`config.mk`:
```
export PLATFORM = sky130hd
export DESIGN_NAME = modular_arithmetic_unit_top
export DESIGN_NICKNAME = d
export VERILOG_FILES = /design/src/sv/mau_pkg.sv /design/src/sv/modular_arithmetic_unit_top.sv
export VERILOG_INCLUDE_DIRS = /design/src /design/src/sv
export SDC_FILE = /design/constraint.sdc
export NUM_CORES = 2
export LEC_CHECK = 0
export BUFFER_PORTS_ARGS = -buffer_cell sky130_fd_sc_hd__buf_2
export CORE_ASPECT_RATIO = 0.6
export CORE_MARGIN = 2
export CORE_UTILIZATION = 26
export DETAILED_ROUTE_END_ITERATION = 6
export GPL_TIMING_DRIVEN = 0
export MAX_ROUTING_LAYER = met4
export PLACE_DENSITY = 0.43
export SLEW_MARGIN = 10
export SYNTH_ARGS = -nofsm -noshare
export SYNTH_HDL_FRONTEND = slang
export SYNTH_SLANG_ARGS = --single-unit
```
`constraint.sdc`:
```
create_clock -name clk -period 18.5 [get_ports clk]
set_input_delay 3.7 -clock clk [delete_from_list [all_inputs] [get_ports clk]]
set_output_delay 3.7 -clock clk [all_outputs]
set_load 0.005 [all_outputs]
```
`src/sv/modular_arithmetic_unit_top_assert.svh`:
```
// Assertion macros for the modular arithmetic unit top level
`ifndef MODULAR_ARITHMETIC_UNIT_TOP_ASSERT_SVH
`define MODULAR_ARITHMETIC_UNIT_TOP_ASSERT_SVH

// same-cycle implication, disabled during reset
`define MAU_ASSERT_IMPL(label, ante, cons) \
	label: assert property (@(posedge clk) disable iff (!arst_n) (ante) |-> (cons)) \
		else $error("assertion failed");

// next-cycle implication, disabled during reset
`define MAU_ASSERT_NEXT(label, ante, cons) \
	label: assert property (@(posedge clk) disable iff (!arst_n) (ante) |=> (cons)) \
		else $error("assertion failed");

`endif

```
`src/sv/mau_pkg.sv`:
```
// Types and constants shared by the modular arithmetic unit
package mau_pkg;

	// port field widths and packing offsets
	localparam int OPER_W    = 31;
	localparam int EXP_W     = 63;
	localparam int RAW_W     = 64;
	localparam int CMD_W     = 3;
	localparam int ERR_W     = 2;
	localparam int S_DATA_W  = 192;
	localparam int M_DATA_W  = 32;
	localparam int A_LSB     = 0;
	localparam int B_LSB     = 31;
	localparam int EXP_LSB   = 62;
	localparam int RAW_LSB   = 125;

	// dividend width of the shared divider
	localparam int DVD_W     = 64;

	localparam logic [OPER_W-1:0] MOD_RESET = 31'd998244353;

	typedef enum logic [CMD_W-1:0] {
		CMD_ADD = 3'd0,
		CMD_SUB = 3'd1,
		CMD_MUL = 3'd2,
		CMD_DIV = 3'd3,
		CMD_INV = 3'd4,
		CMD_POW = 3'd5,
		CMD_NEG = 3'd6,
		CMD_RAW = 3'd7
	} cmd_t;

	typedef enum logic [ERR_W-1:0] {
		ERR_OK    = 2'd0,
		ERR_ZERO  = 2'd1,
		ERR_RANGE = 2'd2
	} err_t;

	typedef enum logic [3:0] {
		ST_IDLE,
		ST_DISP,
		ST_MUL,
		ST_DIV,
		ST_POST,
		ST_EUC_CHK,
		ST_EUC_MUL,
		ST_EUC_UPD,
		ST_INV_FIN,
		ST_POW_CHK,
		ST_POW_SQ,
		ST_DONE
	} state_t;

	// what to do with the divider output
	typedef enum logic [2:0] {
		PH_MULRES,
		PH_RAW,
		PH_EUC,
		PH_POW_ACC,
		PH_POW_SQ
	} phase_t;

endpackage

```
`src/sv/modular_arithmetic_unit_top.sv`:
```
// Modular arithmetic unit: add, sub, mul, div, inverse, power, negate, reduce
// Add, subtract, negate and range or zero errors skip the divider; mul, reduce,
// inverse (Euclid steps), divide (inverse then multiply) and power (square and
// multiply per exponent bit) all use the one-bit-per-cycle restoring divider that
// every reduction shares.
// One item at a time. Reset clears control and loads modulus 998244353.
`include "modular_arithmetic_unit_top_assert.svh"

module modular_arithmetic_unit_top #(
	parameter int MOD_BITS = 31,
	parameter int EXP_BITS = 63
) (
	input  logic                             clk,
	input  logic                             arst_n,
	input  logic                             s_tvalid,
	output logic                             s_tready,
	// operand_a, operand_b, exponent, raw_value, zero pad
	input  logic [mau_pkg::S_DATA_W-1:0]     s_tdata,
	// cmd
	input  logic [mau_pkg::CMD_W-1:0]        s_tuser,
	output logic                             m_tvalid,
	input  logic                             m_tready,
	// result, zero pad
	output logic [mau_pkg::M_DATA_W-1:0]     m_tdata,
	// error
	output logic [mau_pkg::ERR_W-1:0]        m_tuser,
	input  logic                             cfg_valid,
	output logic                             cfg_ready,
	input  logic [mau_pkg::OPER_W-1:0]       cfg_data
);

	localparam int MB    = MOD_BITS;
	localparam int CW    = MB + 2;
	localparam int PW    = 2 * MB + 3;
	localparam int DW    = mau_pkg::DVD_W;
	localparam int CNT_W = $clog2(DW + 1);

	mau_pkg::state_t state_q, state_d;
	mau_pkg::phase_t phase_q;
	mau_pkg::cmd_t   cmd_q;
	mau_pkg::err_t   err_q;

	logic [MB-1:0]                 mod_q;
	logic [mau_pkg::OPER_W-1:0]    a_q, b_q;
	logic [EXP_BITS-1:0]           e_q;
	logic [mau_pkg::RAW_W-1:0]     raw_q;
	logic                          neg_q;
	logic [MB-1:0]                 acc_q, base_q, mx_q, my_q, r0_q, r1_q;
	logic [MB-1:0]                 divisor_q, rem_q, res_q;
	logic signed [CW-1:0]          c0_q, c1_q;
	logic [DW-1:0]                 dvd_q;
	logic [CNT_W-1:0]              cnt_q;
	logic [mau_pkg::OPER_W-1:0]    mres_q;
	mau_pkg::err_t                 merr_q;
	logic                          mv_q;

	logic [MB-1:0]                 m_eff, an, bn;
	logic [mau_pkg::OPER_W-1:0]    m_ext;
	logic                          a_bad, b_bad, needs_b, bad;
	logic [MB:0]                   add_s;
	logic [MB-1:0]                 add_r, sub_r, neg_r, raw_r, inv_r;
	logic [DW-1:0]                 raw_mag;
	logic signed [MB:0]            mul_x;
	logic signed [CW-1:0]          mul_y, m_s, inv_t;
	logic signed [PW-1:0]          prod;
	logic [MB:0]                   rem_sh;
	logic                          ge;
	logic [MB-1:0]                 rem_nx;
	logic [EXP_BITS-1:0]           e_sh;

	// effective modulus and operand checks
	assign m_eff   = (mod_q < MB'(2)) ? MB'(2) : mod_q;
	assign m_ext   = mau_pkg::OPER_W'(m_eff);
	assign an      = a_q[MB-1:0];
	assign bn      = b_q[MB-1:0];
	assign a_bad   = a_q >= m_ext;
	assign b_bad   = b_q >= m_ext;
	assign needs_b = (cmd_q == mau_pkg::CMD_ADD) || (cmd_q == mau_pkg::CMD_SUB) ||
	                 (cmd_q == mau_pkg::CMD_MUL) || (cmd_q == mau_pkg::CMD_DIV);
	assign bad     = a_bad || (needs_b && b_bad);

	// combinational add, subtract, negate
	assign add_s = {1'b0, an} + {1'b0, bn};
	assign add_r = (add_s >= {1'b0, m_eff}) ? MB'(add_s - {1'b0, m_eff}) : add_s[MB-1:0];
	assign sub_r = (an >= bn) ? (an - bn) : MB'({1'b0, an} + {1'b0, m_eff} - {1'b0, bn});
	assign neg_r = (an != '0) ? (m_eff - an) : '0;

	// magnitude of the signed raw value
	assign raw_mag = raw_q[mau_pkg::RAW_W-1] ? (~raw_q + 1'b1) : raw_q;
	assign raw_r   = (rem_q == '0) ? '0 : (neg_q ? (m_eff - rem_q) : rem_q);

	// shared multiplier: residues or quotient times Euclid coefficient
	assign mul_x = $signed({1'b0, mx_q});
	assign mul_y = (state_q == mau_pkg::ST_EUC_MUL) ? c1_q : $signed({2'b00, my_q});
	assign prod  = mul_x * mul_y;

	// shared restoring divider step
	assign rem_sh = {rem_q, dvd_q[DW-1]};
	assign ge     = rem_sh >= {1'b0, divisor_q};
	assign rem_nx = ge ? MB'(rem_sh - {1'b0, divisor_q}) : rem_sh[MB-1:0];

	// fold the final Euclid coefficient into range
	assign m_s   = $signed({2'b00, m_eff});
	assign inv_t = c0_q[CW-1] ? (c0_q + m_s) : ((c0_q >= m_s) ? (c0_q - m_s) : c0_q);
	assign inv_r = inv_t[MB-1:0];

	assign e_sh = e_q >> 1;

	// state register
	always_ff @(posedge clk or negedge arst_n) begin
		if (!arst_n) begin
			state_q <= mau_pkg::ST_IDLE;
		end else begin
			state_q <= state_d;
		end
	end

	// next state
	always_comb begin
		state_d = state_q;
		case (state_q)
			mau_pkg::ST_IDLE: begin
				if (s_tvalid) state_d = mau_pkg::ST_DISP;
			end
			mau_pkg::ST_DISP: begin
				if (cmd_q == mau_pkg::CMD_RAW) begin
					state_d = mau_pkg::ST_DIV;
				end else if (bad) begin
					state_d = mau_pkg::ST_DONE;
				end else begin
					case (cmd_q)
						mau_pkg::CMD_MUL: state_d = mau_pkg::ST_MUL;
						mau_pkg::CMD_DIV: state_d = (bn == '0) ? mau_pkg::ST_DONE
						                                       : mau_pkg::ST_EUC_CHK;
						mau_pkg::CMD_INV: state_d = (an == '0) ? mau_pkg::ST_DONE
						                                       : mau_pkg::ST_EUC_CHK;
						mau_pkg::CMD_POW: state_d = mau_pkg::ST_POW_CHK;
						default:          state_d = mau_pkg::ST_DONE;
					endcase
				end
			end
			mau_pkg::ST_MUL: state_d = mau_pkg::ST_DIV;
			mau_pkg::ST_DIV: begin
				if (cnt_q == CNT_W'(1)) state_d = mau_pkg::ST_POST;
			end
			mau_pkg::ST_POST: begin
				case (phase_q)
					mau_pkg::PH_EUC:     state_d = mau_pkg::ST_EUC_MUL;
					mau_pkg::PH_POW_ACC: state_d = mau_pkg::ST_POW_SQ;
					mau_pkg::PH_POW_SQ:  state_d = mau_pkg::ST_POW_CHK;
					default:             state_d = mau_pkg::ST_DONE;
				endcase
			end
			mau_pkg::ST_EUC_CHK: begin
				state_d = (r1_q == '0) ? mau_pkg::ST_INV_FIN : mau_pkg::ST_DIV;
			end
			mau_pkg::ST_EUC_MUL: state_d = mau_pkg::ST_EUC_UPD;
			mau_pkg::ST_EUC_UPD: state_d = mau_pkg::ST_EUC_CHK;
			mau_pkg::ST_INV_FIN: begin
				state_d = (cmd_q == mau_pkg::CMD_INV) ? mau_pkg::ST_DONE : mau_pkg::ST_MUL;
			end
			mau_pkg::ST_POW_CHK: begin
				if (e_q == '0) state_d = mau_pkg::ST_DONE;
				else if (e_q[0]) state_d = mau_pkg::ST_MUL;
				else state_d = mau_pkg::ST_POW_SQ;
			end
			mau_pkg::ST_POW_SQ: begin
				state_d = (e_sh == '0) ? mau_pkg::ST_DONE : mau_pkg::ST_MUL;
			end
			mau_pkg::ST_DONE: begin
				if (!mv_q || m_tready) state_d = mau_pkg::ST_IDLE;
			end
			default: state_d = mau_pkg::ST_IDLE;
		endcase
	end

	// datapath: operands, divider, Euclid and power registers
	always_ff @(posedge clk) begin
		case (state_q)
			mau_pkg::ST_IDLE: begin
				if (s_tvalid) begin
					cmd_q <= mau_pkg::cmd_t'(s_tuser);
					a_q   <= s_tdata[mau_pkg::A_LSB +: mau_pkg::OPER_W];
					b_q   <= s_tdata[mau_pkg::B_LSB +: mau_pkg::OPER_W];
					e_q   <= s_tdata[mau_pkg::EXP_LSB +: EXP_BITS];
					raw_q <= s_tdata[mau_pkg::RAW_LSB +: mau_pkg::RAW_W];
				end
			end
			mau_pkg::ST_DISP: begin
				err_q <= mau_pkg::ERR_OK;
				res_q <= '0;
				neg_q <= raw_q[mau_pkg::RAW_W-1];
				if (cmd_q == mau_pkg::CMD_RAW) begin
					dvd_q     <= raw_mag;
					cnt_q     <= CNT_W'(DW);
					rem_q     <= '0;
					divisor_q <= m_eff;
					phase_q   <= mau_pkg::PH_RAW;
				end else if (bad) begin
					err_q <= mau_pkg::ERR_RANGE;
				end else begin
					case (cmd_q)
						mau_pkg::CMD_ADD: res_q <= add_r;
						mau_pkg::CMD_SUB: res_q <= sub_r;
						mau_pkg::CMD_NEG: res_q <= neg_r;
						mau_pkg::CMD_MUL: begin
							mx_q    <= an;
							my_q    <= bn;
							phase_q <= mau_pkg::PH_MULRES;
						end
						mau_pkg::CMD_DIV: begin
							if (bn == '0) err_q <= mau_pkg::ERR_ZERO;
							r0_q <= bn;
							r1_q <= m_eff;
							c0_q <= CW'(1);
							c1_q <= '0;
						end
						mau_pkg::CMD_INV: begin
							if (an == '0) err_q <= mau_pkg::ERR_ZERO;
							r0_q <= an;
							r1_q <= m_eff;
							c0_q <= CW'(1);
							c1_q <= '0;
						end
						mau_pkg::CMD_POW: begin
							acc_q  <= MB'(1);
							base_q <= an;
						end
						default: res_q <= '0;
					endcase
				end
			end
			mau_pkg::ST_MUL: begin
				dvd_q     <= DW'(prod[2*MB-1:0]) << (DW - 2 * MB);
				cnt_q     <= CNT_W'(2 * MB);
				rem_q     <= '0;
				divisor_q <= m_eff;
			end
			mau_pkg::ST_DIV: begin
				rem_q <= rem_nx;
				dvd_q <= {dvd_q[DW-2:0], ge};
				cnt_q <= cnt_q - 1'b1;
			end
			mau_pkg::ST_POST: begin
				case (phase_q)
					mau_pkg::PH_MULRES: res_q <= rem_q;
					mau_pkg::PH_RAW:    res_q <= raw_r;
					mau_pkg::PH_EUC: begin
						r0_q <= r1_q;
						r1_q <= rem_q;
						mx_q <= dvd_q[MB-1:0];
					end
					mau_pkg::PH_POW_ACC: acc_q  <= rem_q;
					mau_pkg::PH_POW_SQ:  base_q <= rem_q;
					default:             res_q  <= rem_q;
				endcase
			end
			mau_pkg::ST_EUC_CHK: begin
				if (r1_q != '0) begin
					dvd_q     <= DW'(r0_q) << (DW - MB);
					cnt_q     <= CNT_W'(MB);
					rem_q     <= '0;
					divisor_q <= r1_q;
					phase_q   <= mau_pkg::PH_EUC;
				end
			end
			mau_pkg::ST_EUC_MUL: begin
				dvd_q <= DW'(prod[CW-1:0]);
			end
			mau_pkg::ST_EUC_UPD: begin
				c0_q <= c1_q;
				c1_q <= c0_q - $signed(dvd_q[CW-1:0]);
			end
			mau_pkg::ST_INV_FIN: begin
				if (cmd_q == mau_pkg::CMD_INV) begin
					res_q <= inv_r;
				end else begin
					mx_q    <= an;
					my_q    <= inv_r;
					phase_q <= mau_pkg::PH_MULRES;
				end
			end
			mau_pkg::ST_POW_CHK: begin
				if (e_q == '0) begin
					res_q <= acc_q;
				end else if (e_q[0]) begin
					mx_q    <= acc_q;
					my_q    <= base_q;
					phase_q <= mau_pkg::PH_POW_ACC;
				end
			end
			mau_pkg::ST_POW_SQ: begin
				e_q <= e_sh;
				if (e_sh == '0) begin
					res_q <= acc_q;
				end else begin
					mx_q    <= base_q;
					my_q    <= base_q;
					phase_q <= mau_pkg::PH_POW_SQ;
				end
			end
			default: begin
				res_q <= res_q;
			end
		endcase
	end

	// modulus register
	always_ff @(posedge clk or negedge arst_n) begin
		if (!arst_n) begin
			mod_q <= mau_pkg::MOD_RESET[MB-1:0];
		end else if (cfg_valid) begin
			mod_q <= cfg_data[MB-1:0];
		end
	end

	// output register: load on finish, drop when taken
	always_ff @(posedge clk or negedge arst_n) begin
		if (!arst_n) begin
			mv_q <= 1'b0;
		end else if (state_q == mau_pkg::ST_DONE && (!mv_q || m_tready)) begin
			mv_q <= 1'b1;
		end else if (m_tready) begin
			mv_q <= 1'b0;
		end
	end

	// output payload
	always_ff @(posedge clk) begin
		if (state_q == mau_pkg::ST_DONE && (!mv_q || m_tready)) begin
			mres_q <= mau_pkg::OPER_W'(res_q);
			merr_q <= err_q;
		end
	end

	assign s_tready  = (state_q == mau_pkg::ST_IDLE);
	assign cfg_ready = 1'b1;
	assign m_tvalid  = mv_q;
	assign m_tdata   = {1'b0, mres_q};
	assign m_tuser   = merr_q;

	// checks
	`MAU_ASSERT_NEXT(a_busy_after_accept, s_tvalid && s_tready, !s_tready)
	`MAU_ASSERT_IMPL(a_error_zero_result, m_tvalid && (m_tuser != mau_pkg::ERR_OK), m_tdata == '0)
	`MAU_ASSERT_IMPL(a_divisor_nonzero, state_q == mau_pkg::ST_DIV, divisor_q != '0)

endmodule

```
==> metrics.md <==
| Metric | Value |
|---|---|
| R2r endpoint | dvd_q[60]$_DFFE_PP_ |
| Max Cap Violations | 0 |
| Vias | 75700 |
| Ys flop type | edfxtp_1 |
| Height of the die | 446 microns |
| CP startpoint kind | flop |
| DRT iter0 DRCs | 11500 |
| Status | completed |
| Slowest-stage cell, CP | clkbuf_1 |
| Max-slew headroom | 0.0132 |
| Total Wirelength | about 500000 microns |
| Placed cell count | 13700 |
| Area growth, synth to finish | 12.5% |
| Reg2Reg Setup Slack | 4.91 ns |
| Setup crit end kind | flop |
| FF-to-FF path depth | 28 |
| YS warnings | 0 |
| Synth top area share | 0.258 |
| Resized cells post-CTS | 0 |
| Post-layout nets | about 11000 |
| HP Class | flop to flop |
| Initial Utilization | 0.261 |
| Pre-antenna DRT Iters | 7 |
| CP peak stage delay | ~0.92 ns |
| Asr flop ratio synth | 0.0527 |
| CTS tree | built |
| DP Area | 92300 sq um |
| Cell with the most instances after synthesis | inv_1 |
| Synth cell types | 88 |
| Io pins | 268 |
| Setup TNS | 0 ns |
| Max H-tree Level | 3 |
| Synth Area per Inst | 9.30 sq um |
| Final setup fails | 0 |
| Post-CTS setup repair buffer count | 0 |
| Hold_ws | between 0.4 and 0.5 ns |
| Hold Crit Depth | 0 |
| Initial antenna violation count | 140 |
| Min Tclk post-route | 13.59 ns |
| Clk Latency, worst-skew pair | 0.75 ns |
| Die area | approximately 330000 sq um |
| Routability cong. | 1.04 |
| Final ANT Viol Nets | 0 |
| All-Layer GR Usage | 0.305 |
| Largest net degree at the start of global routing | 62 |
| Non-filler instance count after layout | about 14000 |
| Slew Viols, Final | 0 |
| Row count | roughly 160 |
| Part of the cycle the worst path needs | 0.734 |
| Fill count | approximately 34000 |
| CTS Buffer Depth | 3 |
| Worst-path clk slew | 0.08 ns |
| Slew of the pin with the lowest slew margin | 1.48 ns |
| Chip Width | between 700 and 800 microns |
| Hold_sp | res_q[5]$_DFFE_PP_ |
| Post-synthesis sequential area ratio | 0.241 |
| Most frequent cells after synthesis | 1317 x inv_1, 1088 x fa_1, 1027 x nand2_1 |
| Port Buffers | 261 |
| WP data required | between 15 and 20 ns |
| Finished Cell Area | roughly 95000 sq um |
| Synthesized flop and latch total | 683 |
| Critical Path Most Common Cell | fa_1 |
| Number of global-route vias before repair | a little over 70000 |
| Layout cells sized above 1 | 0.0610 |
| Hold Path Sink | mres_q[5]$_DFFE_PP_ |
| Post-synth EDFFs | between 600 and 700 |
| DRC | 0 |
| Yosys top cell by area | fa_1 |
| Synthesized Nets | 10900 |
| Fmax | 73.6 MHz |
| Hold buffer count at CTS | 0 |
| Hpwl dp | approximately 430000 microns |
| Total grt overflow | 0 |
| Sinks on Clock Net | between 600 and 700 |
| CP Data Arrival Time | between 10 and 15 ns |
| Core footprint | 324000 sq um |
| Mapped Cells | 9088 |
| Largest cells by area after synthesis | fa_1 26%, edfxtp_1 23%, ha_1 7.8%, inv_1 5.8%, and2_1 5.3% |
| RSZ-0062 raised after global routing | false |
| CP Max Fanout | 12 |
| Wire length per cell | roughly 36 microns |
| Routed vias/inst | 5.43 |
| Post-Syn Area | about 85000 sq um |
| Worst clock skew | around 0.073 ns |
| Root Buffer | clkbuf_16 |
| Reg2Reg Launch Point | state_q[3]$_DFFE_PN0P_ |
| Cts bufs inserted | 75 |
| Final hold vios | 0 |
| First-pass GRT wire length | 660000 microns |
| Critical path class | flop to flop |
## worst max-delay path: cells and delay by family, from the launching register on
kind                     cells  cell delay, ns
AO/OA/AOI/OAI                7            3.00
adder cells (fa/ha/maj)      9            5.12
buffers and inverters        7            2.93
flip-flops                   1            0.36
AND/OR/NAND/NOR              5            1.91
## worst max path at each step
stage | start | end | cells past startpoint
4_1_cts | state_q[3]$_DFFE_PN0P_ | dvd_q[63]$_DFFE_PP_ | 35
6_report | state_q[3]$_DFFE_PN0P_ | dvd_q[60]$_DFFE_PP_ | 28
3_5_place_dp | state_q[3]$_DFFE_PN0P_ | dvd_q[63]$_DFFE_PP_ | 35
5_1_grt | state_q[3]$_DFFE_PN0P_ | dvd_q[63]$_DFFE_PP_ | 35
2_1_floorplan | state_q[3]$_DFFE_PN0P_ | dvd_q[60]$_DFFE_PP_ | 28
3_3_place_gp | mod_q[30]$_DFFE_PN0P_ | r1_q[4]$_DFFE_PP_ | 16
## stage by stage
step | util | setup WS, ns
2_1_floorplan | - | 9.54
3_5_place_dp | 0.285 | 4.54
5_1_grt | 0.293 | 4.76
3_3_place_gp | 0.282 | 1.94
4_1_cts | 0.293 | 4.46
6_report | 0.293 | 4.91
## registers in the layout (all words and copies together), names as in the netlist, 3 cells and up
| signal | count |
|---|---|
| mx_q | 31 |
| rem_q | 31 |
| acc_q | 31 |
| c1_q | 33 |
| mres_q | 31 |
| e_q | 63 |
| state_q | 4 |
| a_q | 31 |
| cnt_q | 7 |
| r0_q | 31 |
| dvd_q | 64 |
| phase_q | 3 |
| b_q | 31 |
| r1_q | 31 |
| divisor_q | 31 |
| raw_q | 64 |
| my_q | 31 |
| c0_q | 33 |
| mod_q | 31 |
| base_q | 31 |
| res_q | 31 |
| cmd_q | 3 |
## cell usage in the layout (no fill, tap or decap), drive strengths merged, types with 39 or more instances in the layout
master	count
o31ai	51
and2	720
nor4	75
nand3	120
and3	64
nor3	114
o21bai	48
a211oi	46
or3	39
fa	1088
nand2b	59
edfxtp	647
nand2	1027
clkbuf	549
nand4	60
a222oi	74
ha	526
diode	71
o211ai	71
a21o	148
xor2	119
nor2b	51
buf	334
inv	1316
xnor2	259
o21ai	466
nor2	394
o21a	53
a21oi	448
## layer usage
metal  routed length, microns  track usage
met5                        0            -
met4                     7020       0.0392
met3                    71300        0.124
met2                   167000        0.339
met1                   253000        0.490
## layout make-up
cell class / count / area, sq um / area share
multi-input cells: 6610 / 57700 / 0.607
clock inverters: 44 / 591 / 0.00621
plain buffers: 478 / 1860 / 0.0196
inverters: 1317 / 4940 / 0.0520
repair buffers: 313 / 2070 / 0.0218
diodes: 71 / 178 / 0.00187
clock buffers: 92 / 1960 / 0.0206
well taps: 4346 / 5440 / 0.0572
flip-flops and latches: 683 / 20300 / 0.214
## kinds of logic (layout without fill, tap and decap cells)
logic type	after synthesis	after routing	synth area share
simple gates	2813	2813	0.164
buf+inv	1795	2244	0.0799
compound gates	1760	1760	0.135
fa+ha+maj	1614	1614	0.335
flops	683	683	0.241
xor+xnor	378	378	0.0392
mux	43	43	0.00528
other cells	2	73	0.0000888
Power is not shown: default switching activity piles up to over one toggle a cycle in this logic, so the estimate is an artifact.
